$ cat config.mk
export PLATFORM = sky130hd
export DESIGN_NAME = rgb_to_hsv_converter
export DESIGN_NICKNAME = d
export VERILOG_FILES = /design/src/rtl/core/rthc_pkg.sv /design/src/rtl/core/rgb_to_hsv_converter.sv
export SDC_FILE = /design/constraint.sdc
export NUM_CORES = 1
export LEC_CHECK = 0
export ABC_AREA = 1
export BUFFER_PORTS_ARGS = -buffer_cell sky130_fd_sc_hd__buf_2
export CELL_PAD_IN_SITES_DETAIL_PLACEMENT = 0
export CELL_PAD_IN_SITES_GLOBAL_PLACEMENT = 1
export CORE_ASPECT_RATIO = 0.5
export CORE_UTILIZATION = 45
export CTS_BUF_LIST = sky130_fd_sc_hd__clkbuf_16
export DETAILED_ROUTE_END_ITERATION = 8
export GPL_TIMING_DRIVEN = 0
export PLACE_DENSITY = 0.71
export SYNTH_ARGS = -nofsm -noshare
export SYNTH_HDL_FRONTEND = slang
export SYNTH_SLANG_ARGS = --single-unit
$ cat constraint.sdc
create_clock -name clk -period 17.99 [get_ports clk]
set_input_delay 0.8995 -clock clk [delete_from_list [all_inputs] [get_ports clk]]
set_output_delay 0.8995 -clock clk [all_outputs]
set_load 0.01 [all_outputs]
$ cat src/rtl/core/rthc_pkg.sv
// ----------------------------------------------------------------------------
// rthc_pkg
// Shared types and constants for the RGB to HSV converter: the pixel and
// HSV request structs, and the codes for the hue sector.
// ----------------------------------------------------------------------------
package rthc_pkg;

  // channel and hue field widths
  localparam int CHAN_W = 8;
  localparam int HUE_W  = 15;

  // hue sector, picked by the largest channel
  localparam logic [1:0] SECT_RED   = 2'd0;
  localparam logic [1:0] SECT_GREEN = 2'd1;
  localparam logic [1:0] SECT_BLUE  = 2'd2;

  typedef struct packed {
    logic [CHAN_W-1:0] red;
    logic [CHAN_W-1:0] green;
    logic [CHAN_W-1:0] blue;
  } pixel_t;

  typedef struct packed {
    logic [HUE_W-1:0]  hue;
    logic [CHAN_W-1:0] saturation;
    logic [CHAN_W-1:0] brightness;
  } hsv_t;

endpackage

$ cat src/rtl/core/rgb_to_hsv_converter.sv
// ----------------------------------------------------------------------------
// rgb_to_hsv_converter
// Converts one 8-bit RGB pixel to hue, saturation and value. Pipelined, one
// pixel per clock while the output is not stalled.
// ----------------------------------------------------------------------------
// The converter takes one pixel request per clock unless the output stalls,
// and returns one HSV request per pixel, in order. With QW the larger of 8
// and HUE_FRAC_BITS + 6, the stages run as follows: one stage
// finds max, min and the hue sector, one forms the two dividends, QW stages
// run two radix-2 restoring dividers side by side (one quotient bit per stage
// for hue and for saturation) and the last stage assembles the result into
// the output register. Hue is in units of 1/2^HUE_FRAC_BITS degree and is
// masked to 15 bits; saturation is (max-min)*255/max truncated; brightness is
// the largest channel. A grey pixel gives hue and saturation of zero. Each
// stage moves on when the one after it is empty or moving, so bubbles fill
// and a stalled output holds without loss.
module rgb_to_hsv_converter
  import rthc_pkg::*;
#(
  parameter int HUE_FRAC_BITS = 6
) (
  input  logic   clk,
  input  logic   rst,
  input  logic   pixel_valid,
  output logic   pixel_stall,
  input  pixel_t pixel,
  output logic   hsv_valid,
  input  logic   hsv_stall,
  output hsv_t   hsv
);

  // quotient bits per divider, dividend width, last stage index
  localparam int QW  = (HUE_FRAC_BITS + 6 > CHAN_W) ? HUE_FRAC_BITS + 6 : CHAN_W;
  localparam int NW  = CHAN_W + QW;
  localparam int L   = QW + 1;
  localparam int HSW = HUE_FRAC_BITS + 16;

  localparam logic [NW-1:0]         HUE_SIXTH  = NW'(60) << HUE_FRAC_BITS;
  localparam logic signed [HSW-1:0] HUE_THIRD  = HSW'(120) << HUE_FRAC_BITS;
  localparam logic signed [HSW-1:0] HUE_2THIRD = HSW'(240) << HUE_FRAC_BITS;
  localparam logic signed [HSW-1:0] HUE_FULL   = HSW'(360) << HUE_FRAC_BITS;

  typedef struct packed {
    logic [CHAN_W-1:0] mx;
    logic [CHAN_W-1:0] delta;
    logic [1:0]        sector;
    logic              neg;
    logic [CHAN_W-1:0] adiff;
    logic [NW-1:0]     hw;
    logic [NW-1:0]     sw;
  } stage_t;

  // one restoring step: shift in the next dividend bit, subtract if it fits
  function automatic logic [NW-1:0] div_step(input logic [NW-1:0] w,
                                             input logic [CHAN_W-1:0] d);
    logic [CHAN_W:0] t;
    logic            ge;
    logic [CHAN_W:0] r;
    t  = {w[NW-1:QW], w[QW-1]};
    ge = (t >= {1'b0, d});
    r  = ge ? (t - {1'b0, d}) : t;
    return {r[CHAN_W-1:0], w[QW-2:0], ge};
  endfunction

  stage_t      st  [0:L];
  logic [L:0]  vld;
  logic [L+1:0] rdy;

  // ready chain from the output register back to the input
  assign rdy[L+1] = !hsv_valid || !hsv_stall;
  for (genvar k = 0; k <= L; k++) begin : g_rdy
    assign rdy[k] = !vld[k] || rdy[k+1];
  end
  assign pixel_stall = !rdy[0];

  // front: max, min, sector and signed channel difference
  logic [CHAN_W-1:0] mx, mn, da, db, adiff;
  logic [1:0]        sector;
  logic              neg;
  always_comb begin
    mx = pixel.red;
    if (pixel.green > mx) mx = pixel.green;
    if (pixel.blue > mx) mx = pixel.blue;
    mn = pixel.red;
    if (pixel.green < mn) mn = pixel.green;
    if (pixel.blue < mn) mn = pixel.blue;
    if (pixel.red >= mx) begin
      sector = SECT_RED;
      da     = pixel.green;
      db     = pixel.blue;
    end else if (pixel.green >= mx) begin
      sector = SECT_GREEN;
      da     = pixel.blue;
      db     = pixel.red;
    end else begin
      sector = SECT_BLUE;
      da     = pixel.red;
      db     = pixel.green;
    end
    neg   = (da < db);
    adiff = neg ? (db - da) : (da - db);
  end

  // stage 0: front results
  always_ff @(posedge clk) begin
    if (rst) begin
      vld[0] <= 1'b0;
    end else if (rdy[0]) begin
      vld[0] <= pixel_valid;
    end
    if (rdy[0]) begin
      st[0].mx     <= mx;
      st[0].delta  <= mx - mn;
      st[0].sector <= sector;
      st[0].neg    <= neg;
      st[0].adiff  <= adiff;
      st[0].hw     <= '0;
      st[0].sw     <= '0;
    end
  end

  // stage 1: dividends, 60*2^F*|diff| for hue and delta*255 for saturation
  always_ff @(posedge clk) begin
    if (rst) begin
      vld[1] <= 1'b0;
    end else if (rdy[1]) begin
      vld[1] <= vld[0];
    end
    if (rdy[1]) begin
      st[1].mx     <= st[0].mx;
      st[1].delta  <= st[0].delta;
      st[1].sector <= st[0].sector;
      st[1].neg    <= st[0].neg;
      st[1].adiff  <= st[0].adiff;
      st[1].hw     <= NW'(st[0].adiff) * HUE_SIXTH;
      st[1].sw     <= (NW'(st[0].delta) << CHAN_W) - NW'(st[0].delta);
    end
  end

  // divider stages, one quotient bit each for hue and saturation
  for (genvar k = 2; k <= L; k++) begin : g_div
    always_ff @(posedge clk) begin
      if (rst) begin
        vld[k] <= 1'b0;
      end else if (rdy[k]) begin
        vld[k] <= vld[k-1];
      end
      if (rdy[k]) begin
        st[k].mx     <= st[k-1].mx;
        st[k].delta  <= st[k-1].delta;
        st[k].sector <= st[k-1].sector;
        st[k].neg    <= st[k-1].neg;
        st[k].adiff  <= st[k-1].adiff;
        st[k].hw     <= div_step(st[k-1].hw, st[k-1].delta);
        st[k].sw     <= div_step(st[k-1].sw, st[k-1].mx);
      end
    end
  end

  // result assembly: sector offset, sign, wrap, grey override
  logic signed [HSW-1:0] hq, hsig, hoff, hsum;
  hsv_t                  res;
  always_comb begin
    hq   = signed'(HSW'(st[L].hw[QW-1:0]));
    hsig = st[L].neg ? -hq : hq;
    unique case (st[L].sector)
      SECT_RED:   hoff = '0;
      SECT_GREEN: hoff = HUE_THIRD;
      SECT_BLUE:  hoff = HUE_2THIRD;
      default:    hoff = '0;
    endcase
    hsum = hoff + hsig;
    if (hsum[HSW-1]) hsum = hsum + HUE_FULL;
    res.brightness = st[L].mx;
    if (st[L].delta == '0) begin
      res.hue        = '0;
      res.saturation = '0;
    end else begin
      res.hue        = hsum[HUE_W-1:0];
      res.saturation = st[L].sw[CHAN_W-1:0];
    end
  end

  // output register
  always_ff @(posedge clk) begin
    if (rst) begin
      hsv_valid <= 1'b0;
    end else if (rdy[L+1]) begin
      hsv_valid <= vld[L];
    end
    if (rdy[L+1]) begin
      hsv <= res;
    end
  end

  // zero saturation only for grey pixels, which carry zero hue
  a_grey_hue: assert property (@(posedge clk) disable iff (rst)
    hsv_valid && (hsv.saturation == '0) |-> (hsv.hue == '0))
    else $error("zero saturation with nonzero hue");

  // hue stays below a full turn when it fits the field
  a_hue_range: assert property (@(posedge clk) disable iff (rst)
    hsv_valid |-> (HUE_FRAC_BITS > 6) || (hsv.hue < HUE_FULL[HUE_W-1:0]))
    else $error("hue out of range");

  // an empty output register lets the whole pipe take a request
  a_empty_ready: assert property (@(posedge clk) disable iff (rst)
    !hsv_valid |-> !pixel_stall)
    else $error("input stalled with output register empty");

  // an accepted request lands in the first stage
  a_enter: assert property (@(posedge clk) disable iff (rst)
    pixel_valid && !pixel_stall |=> vld[0])
    else $error("accepted request lost at entry");

endmodule

# --- After elaboration in Yosys (flattened, before gate mapping) ---
# Memories as Yosys holds them, arrays and structs flattened.
# Index checks and enable logic that the tools add are counted.
word_totals:
  ram_bits: 938
  ff_bits: 46
  memories: 1
memory_table:
  columns: ["memory", "depth", "word_bits", "rd", "rd_clocked_by_memory_dff", "wr", "line_no", "source"]
  rows:
  - ["st", 14, 67, 14, 0, 14, "rgb_to_hsv_converter.sv:65", "stage_t st [0:L];"]
classes:
  n_eq_ne: 2
  multipliers: 1
  n_reduce_logical: 33
  n_mux: 66
  n_addsub: 31
  magnitude_cmp: 31
op_table:
  columns: ["operator", "count"]
  rows:
  - ["$mux 8", 33]
  - ["$ge 9x8->1", 24]
  - ["$sub 8x8->8", 27]
  - ["$mux 1", 28]
  - ["$pmux 14 s2", 1]
  - ["$lt 8x8->1", 3]
  - ["$add 15x22->22", 1]
  - ["$mux 22", 1]
  - ["$neg 12->22", 1]
  - ["$logic_not 1->1", 17]
  - ["$sub 16x8->17", 1]
  - ["$ge 8x8->1", 2]
  - ["$gt 8x8->1", 2]
  - ["$add 15x15->15 const B", 1]
  - ["$logic_or 1x1->1", 15]
  - ["$mux 15", 1]
  - ["$mul 8x4->12 const B", 1]
  - ["$logic_not 8->1", 1]
  - ["$mux 2", 2]
  - ["$eq 2x1->1 const B", 1]
  - ["$eq 2x2->1 const B", 1]

# --- Logic depth before layout (Yosys ltp) ---
logic_depth:
  word_depth: 18
  depth_mapped: 52

# --- Least setup slack after synthesis ---
# Ideal clock, no wire load.
synth_path:
  path_type: "in2reg"
  start: "input port hsv_stall"
  end: "memory st[0][40] (netlist name), enable pin"
  arrival_time_ns: 12.348
  path_slack_ns: 5.260
  path_stages: 29
  required_ns: 17.608
  n_path_buf: 0
  setup_ns: 0.382
  path_cell_list: "nand2_1 nor2_1 inv_1 nor2_2 inv_2 nor2_1 inv_2 nor2_2 inv_2 nor2_1 inv_2 nor2_1 inv_2 nor2_1 inv_2 nor2_1 inv_1 nor2_2 inv_2 nor2_1 inv_2 nor2_1 inv_1 nor2_1 inv_2 nor2_1 inv_2 nor2_4 inv_1"
synth_rtl:
  columns: ["element", "line_no", "source"]
  rows:
  - ["from (decl)", "rgb_to_hsv_converter.sv:28", "input logic hsv_stall,"]
  - ["to (decl)", "rgb_to_hsv_converter.sv:65", null]

# --- Worst setup path in the final report ---
layout_path:
  start: "input port hsv_stall"
  end: "output port pixel_stall"
layout_via:
  elab_chain_cells: 17
layout_lines:
  columns: ["element", "line_no", "source"]
  rows:
  - ["$logic_not 1->1", "rgb_to_hsv_converter.sv:70", "assign rdy[L+1] = !hsv_valid || !hsv_stall;"]
  - ["$logic_or 1x1->1", "rgb_to_hsv_converter.sv:70", null]
  - ["named net rdy[14]", "rgb_to_hsv_converter.sv:67", "logic [L+1:0] rdy;"]
  - ["$logic_or 1x1->1", "rgb_to_hsv_converter.sv:72", "assign rdy[k] = !vld[k] || rdy[k+1];"]
  - ["named net rdy[13]", "rgb_to_hsv_converter.sv:67", null]
  - ["$logic_or 1x1->1", "rgb_to_hsv_converter.sv:72", null]
  - ["named net rdy[12]", "rgb_to_hsv_converter.sv:67", null]
  - ["$logic_or 1x1->1", "rgb_to_hsv_converter.sv:72", null]
  - ["named net rdy[11]", "rgb_to_hsv_converter.sv:67", null]
  - ["[... 1 more ...]", null, null]
  - ["named net rdy[10]", "rgb_to_hsv_converter.sv:67", null]
  - ["[... 1 more ...]", null, null]
  - ["named net rdy[9]", "rgb_to_hsv_converter.sv:67", null]
  - ["[... 1 more ...]", null, null]
  - ["named net rdy[8]", "rgb_to_hsv_converter.sv:67", null]
  - ["[... 1 more ...]", null, null]
  - ["named net rdy[7]", "rgb_to_hsv_converter.sv:67", null]
  - ["[... 1 more ...]", null, null]
  - ["named net rdy[6]", "rgb_to_hsv_converter.sv:67", null]
  - ["[... 1 more ...]", null, null]
  - ["named net rdy[5]", "rgb_to_hsv_converter.sv:67", null]
  - ["[... 1 more ...]", null, null]
  - ["named net rdy[4]", "rgb_to_hsv_converter.sv:67", null]
  - ["$logic_or 1x1->1", "rgb_to_hsv_converter.sv:72", null]
  - ["named net rdy[3]", "rgb_to_hsv_converter.sv:67", null]
  - ["$logic_or 1x1->1", "rgb_to_hsv_converter.sv:72", null]
  - ["named net rdy[2]", "rgb_to_hsv_converter.sv:67", null]
  - ["$logic_or 1x1->1", "rgb_to_hsv_converter.sv:72", null]
  - ["named net rdy[1]", "rgb_to_hsv_converter.sv:67", null]
  - ["$logic_or 1x1->1", "rgb_to_hsv_converter.sv:72", null]
  - ["$logic_not 1->1", "rgb_to_hsv_converter.sv:74", "assign pixel_stall = !rdy[0];"]
  - ["to (decl)", "rgb_to_hsv_converter.sv:25", "output logic pixel_stall,"]
# The timed path passes the listed nets, and every way through them passes these cells.

==> results.sh <==
export IMPL_fin_setup_tns_ns=0
export IMPL_synth_main_ff_cell="edfxtp_1"
export IMPL_run_status="completed"
export IMPL_tightest_slew_ns=1.21
export IMPL_htree_levels=3
export IMPL_hold_class="reg2reg"
export IMPL_drt_wl_total_um=54700
export IMPL_worstPathMaxFanout=55
export IMPL_async_reset_ff_frac=0
export IMPL_ant_nets=0
export IMPL_diodes=0
export IMPL_cts_buffers=67
export IMPL_io_pins=61
export IMPL_syn_inst=2954
export IMPL_fin_cells=4159
export IMPL_drc=0
export IMPL_grt_start_max_net_pins=56
export IMPL_die_y_um=197
export IMPL_synth_top_area_share=0.600
export IMPL_clk_pin_slew_ns=0.06
export IMPL_synth_top_area_cell="edfxtp_1"
export IMPL_wl_per_cell_um=13.1
export IMPL_crit_path_frequent_cell="inv_2"
export IMPL_final_hold_violation_count=0
export IMPL_path_class="in2out"
export IMPL_dieArea_sq_um=77300
export IMPL_drive_above_1_share=0.0689
export IMPL_fin_crit_ns=13.86
export IMPL_core_sq_um=75200
export IMPL_port_buffers=60
export IMPL_clock_sinks=699
export IMPL_cts_resized_gates=0
export IMPL_critPathSlowestCell="nand2_1"
export IMPL_drtIter0Drc=931
export IMPL_required_ns=17.09
export IMPL_critical_path_arrival_ns=12.96
export IMPL_avgSynthCellArea_sq_um=11.6
export IMPL_clk_latency_ns=0.59
export IMPL_slew_headroom=0.192
export IMPL_start_util=0.455
export IMPL_grt_pass1_wl_um=92200
export IMPL_viasPerCell=4.75
export IMPL_dr_total_vias=19800
export IMPL_cts_buffer_depth=3
export IMPL_post_cts_buffers=0
export IMPL_rsz0062_at_grt="no"
export IMPL_drv_slew=0
export IMPL_syn_area_sq_um=34200
export IMPL_synth_cell_types=51
export IMPL_synth_edff_count=684
export IMPL_grt_total_usage=0.146
export IMPL_fmax_mhz=72.2
export IMPL_finClkSkew_ns=0.0180
export IMPL_ctsHoldBuffers=0
export IMPL_cts_tree="done"
export IMPL_rows=71
export IMPL_fin_crit_sh=0.770
export IMPL_grt_pass1_vias=19500
export IMPL_critPathCaptureType="primary output"
export IMPL_synth_nets=3290
export IMPL_synth_seq_cells=699
export IMPL_die_w_um=392
export IMPL_ys_warn_count=0
export IMPL_placedCellCount=4038
export IMPL_gr_total_overflow=0
export IMPL_final_util=0.507
export IMPL_area_growth_pct=11.5
export IMPL_yosysSeqAreaShare=0.609
export IMPL_place_congestion=0.853
export IMPL_first_pass_iters=5
export IMPL_startpoint_type="input pin"
export IMPL_cts_root_buffer="clkbuf_16"
export IMPL_antenna_found_initial=0
export IMPL_slowest_delay_ns=0.86
export IMPL_fin_nets=3421
export IMPL_drv_cap=0
export IMPL_yosys_top_cells_area="edfxtp_1 60%, ha_1 9.9%, inv_1 5.1%, a21oi_1 3.7%, nor2_1 3.6%"
export IMPL_dp_hpwl_um=41500
export IMPL_setup_violations=0
==> final timing paths <==
| kind | from | endpoint | slack, ns | cells after the start |
|---|---|---|---|---|
| setup / recovery | hsv_stall | pixel_stall | 4.13 | 32 |
| hold reg to reg | st[0][73] | st[0][141] | 0.40 | 0 |
| hold / removal | st[0][73] | st[0][141] | 0.40 | 0 |
| setup reg to reg | hsv_valid | st[0][64] | 4.74 | 31 |
==> flip-flops by register name (all words and copies together), names as in the netlist <==
register / flops
hsv: 31
hsv_valid: 1
st: 653
vld: 14
==> cells by family (layout without fill, tap and decap cells) <==
group           Yosys count  in the layout  share of synthesized area
flops                   699            699                      0.609
compound gates          494            494                     0.0791
buf+inv                 512            695                     0.0567
simple gates            798            798                     0.0981
xor+xnor                140            140                     0.0358
fa+ha+maj               308            308                      0.121
mux                       2              2                   0.000621
other cells               1              1                   0.000110
==> synth_stat cells (all sizes together), types with 3 or more instances <==
library cell  count
o21a             13
o31ai             7
o22ai             5
a211oi           20
nand3            63
a22oi             9
nand2           309
and2              4
xor2            104
fa               38
nor2            340
o211ai            6
edfxtp          684
dfxtp            15
ha              270
clkbuf           29
nor3             32
inv             478
a21oi           251
nor4              3
o21ai           146
nor3b             4
or3               5
xnor2            36
a21o              7
nand4            30
or2               6
a31oi             9
buf               5
o21bai           12
==> per-layer routing <==
| layer | global-route usage | wire length (um) | up-vias |
|---|---|---|---|
| met5 | 0 | 0 | - |
| met4 | 0.0503 | 1550 | 0 |
| met3 | 0.0274 | 1750 | 115 |
| met2 | 0.249 | 25600 | 231 |
| met1 | 0.185 | 25700 | 8983 |
| li1 | - | - | 10400 |
==> cell type report <==
type / count / area, sq um
Timing Repair Buffer: 62 / 348
Clock inverter: 50 / 523
Inverter: 478 / 1800
Clock buffer: 71 / 1780
Buffer: 34 / 145
Multi-Input combinational cell: 1743 / 11500
Tap cell: 1022 / 1280
Sequential cell: 699 / 20800
Fill cell: 6625 / 37100
==> placed cells by master, fill, tap and decap left out, types with 6 or more instances in the layout <==
| master | netlist | layout |
|---|---|---|
| o211ai_1 | 6 | 6 |
| clkinv_2 | 0 | 10 |
| inv_1 | 464 | 474 |
| inv_2 | 13 | 16 |
| nand2_1 | 293 | 293 |
| nand3_1 | 62 | 62 |
| ha_1 | 270 | 270 |
| buf_2 | 2 | 62 |
| nor2_1 | 332 | 332 |
| edfxtp_1 | 684 | 684 |
| o21a_1 | 13 | 13 |
| xnor2_1 | 36 | 36 |
| o21bai_1 | 12 | 12 |
| a22oi_1 | 9 | 9 |
| fa_1 | 38 | 38 |
| o21ai_0 | 146 | 146 |
| clkbuf_1 | 29 | 29 |
| a31oi_1 | 9 | 9 |
| dfxtp_1 | 15 | 15 |
| o31ai_1 | 7 | 7 |
| clkinv_1 | 0 | 8 |
| nor3_1 | 32 | 32 |
| xor2_1 | 104 | 104 |
| nand2_2 | 13 | 13 |
| clkbuf_16 | 0 | 71 |
| nand4_1 | 28 | 28 |
| a211oi_1 | 20 | 20 |
| bufinv_16 | 0 | 11 |
| a21oi_1 | 251 | 251 |
| nor2_2 | 6 | 6 |
| a21o_1 | 7 | 7 |
==> stage by stage <==
stage	setup WS [ns]	area, sq um	hold slack [ns]
floorplan	5.26	34200	0.400
global placement	2.11	35800	0.403
detailed placement	3.59	35900	0.405
CTS	3.62	38200	0.409
global route	2.34	38200	0.418
finish	4.13	38200	0.400
==> critical path, delay by kind of cell <==
kind	cells	cell delay [ns]
buf+inv	17	9.79
simple gates	15	2.16
Power is left out: the tool's default activity adds up to more than one toggle a clock period on the data nets, which glitch-free logic cannot reach.
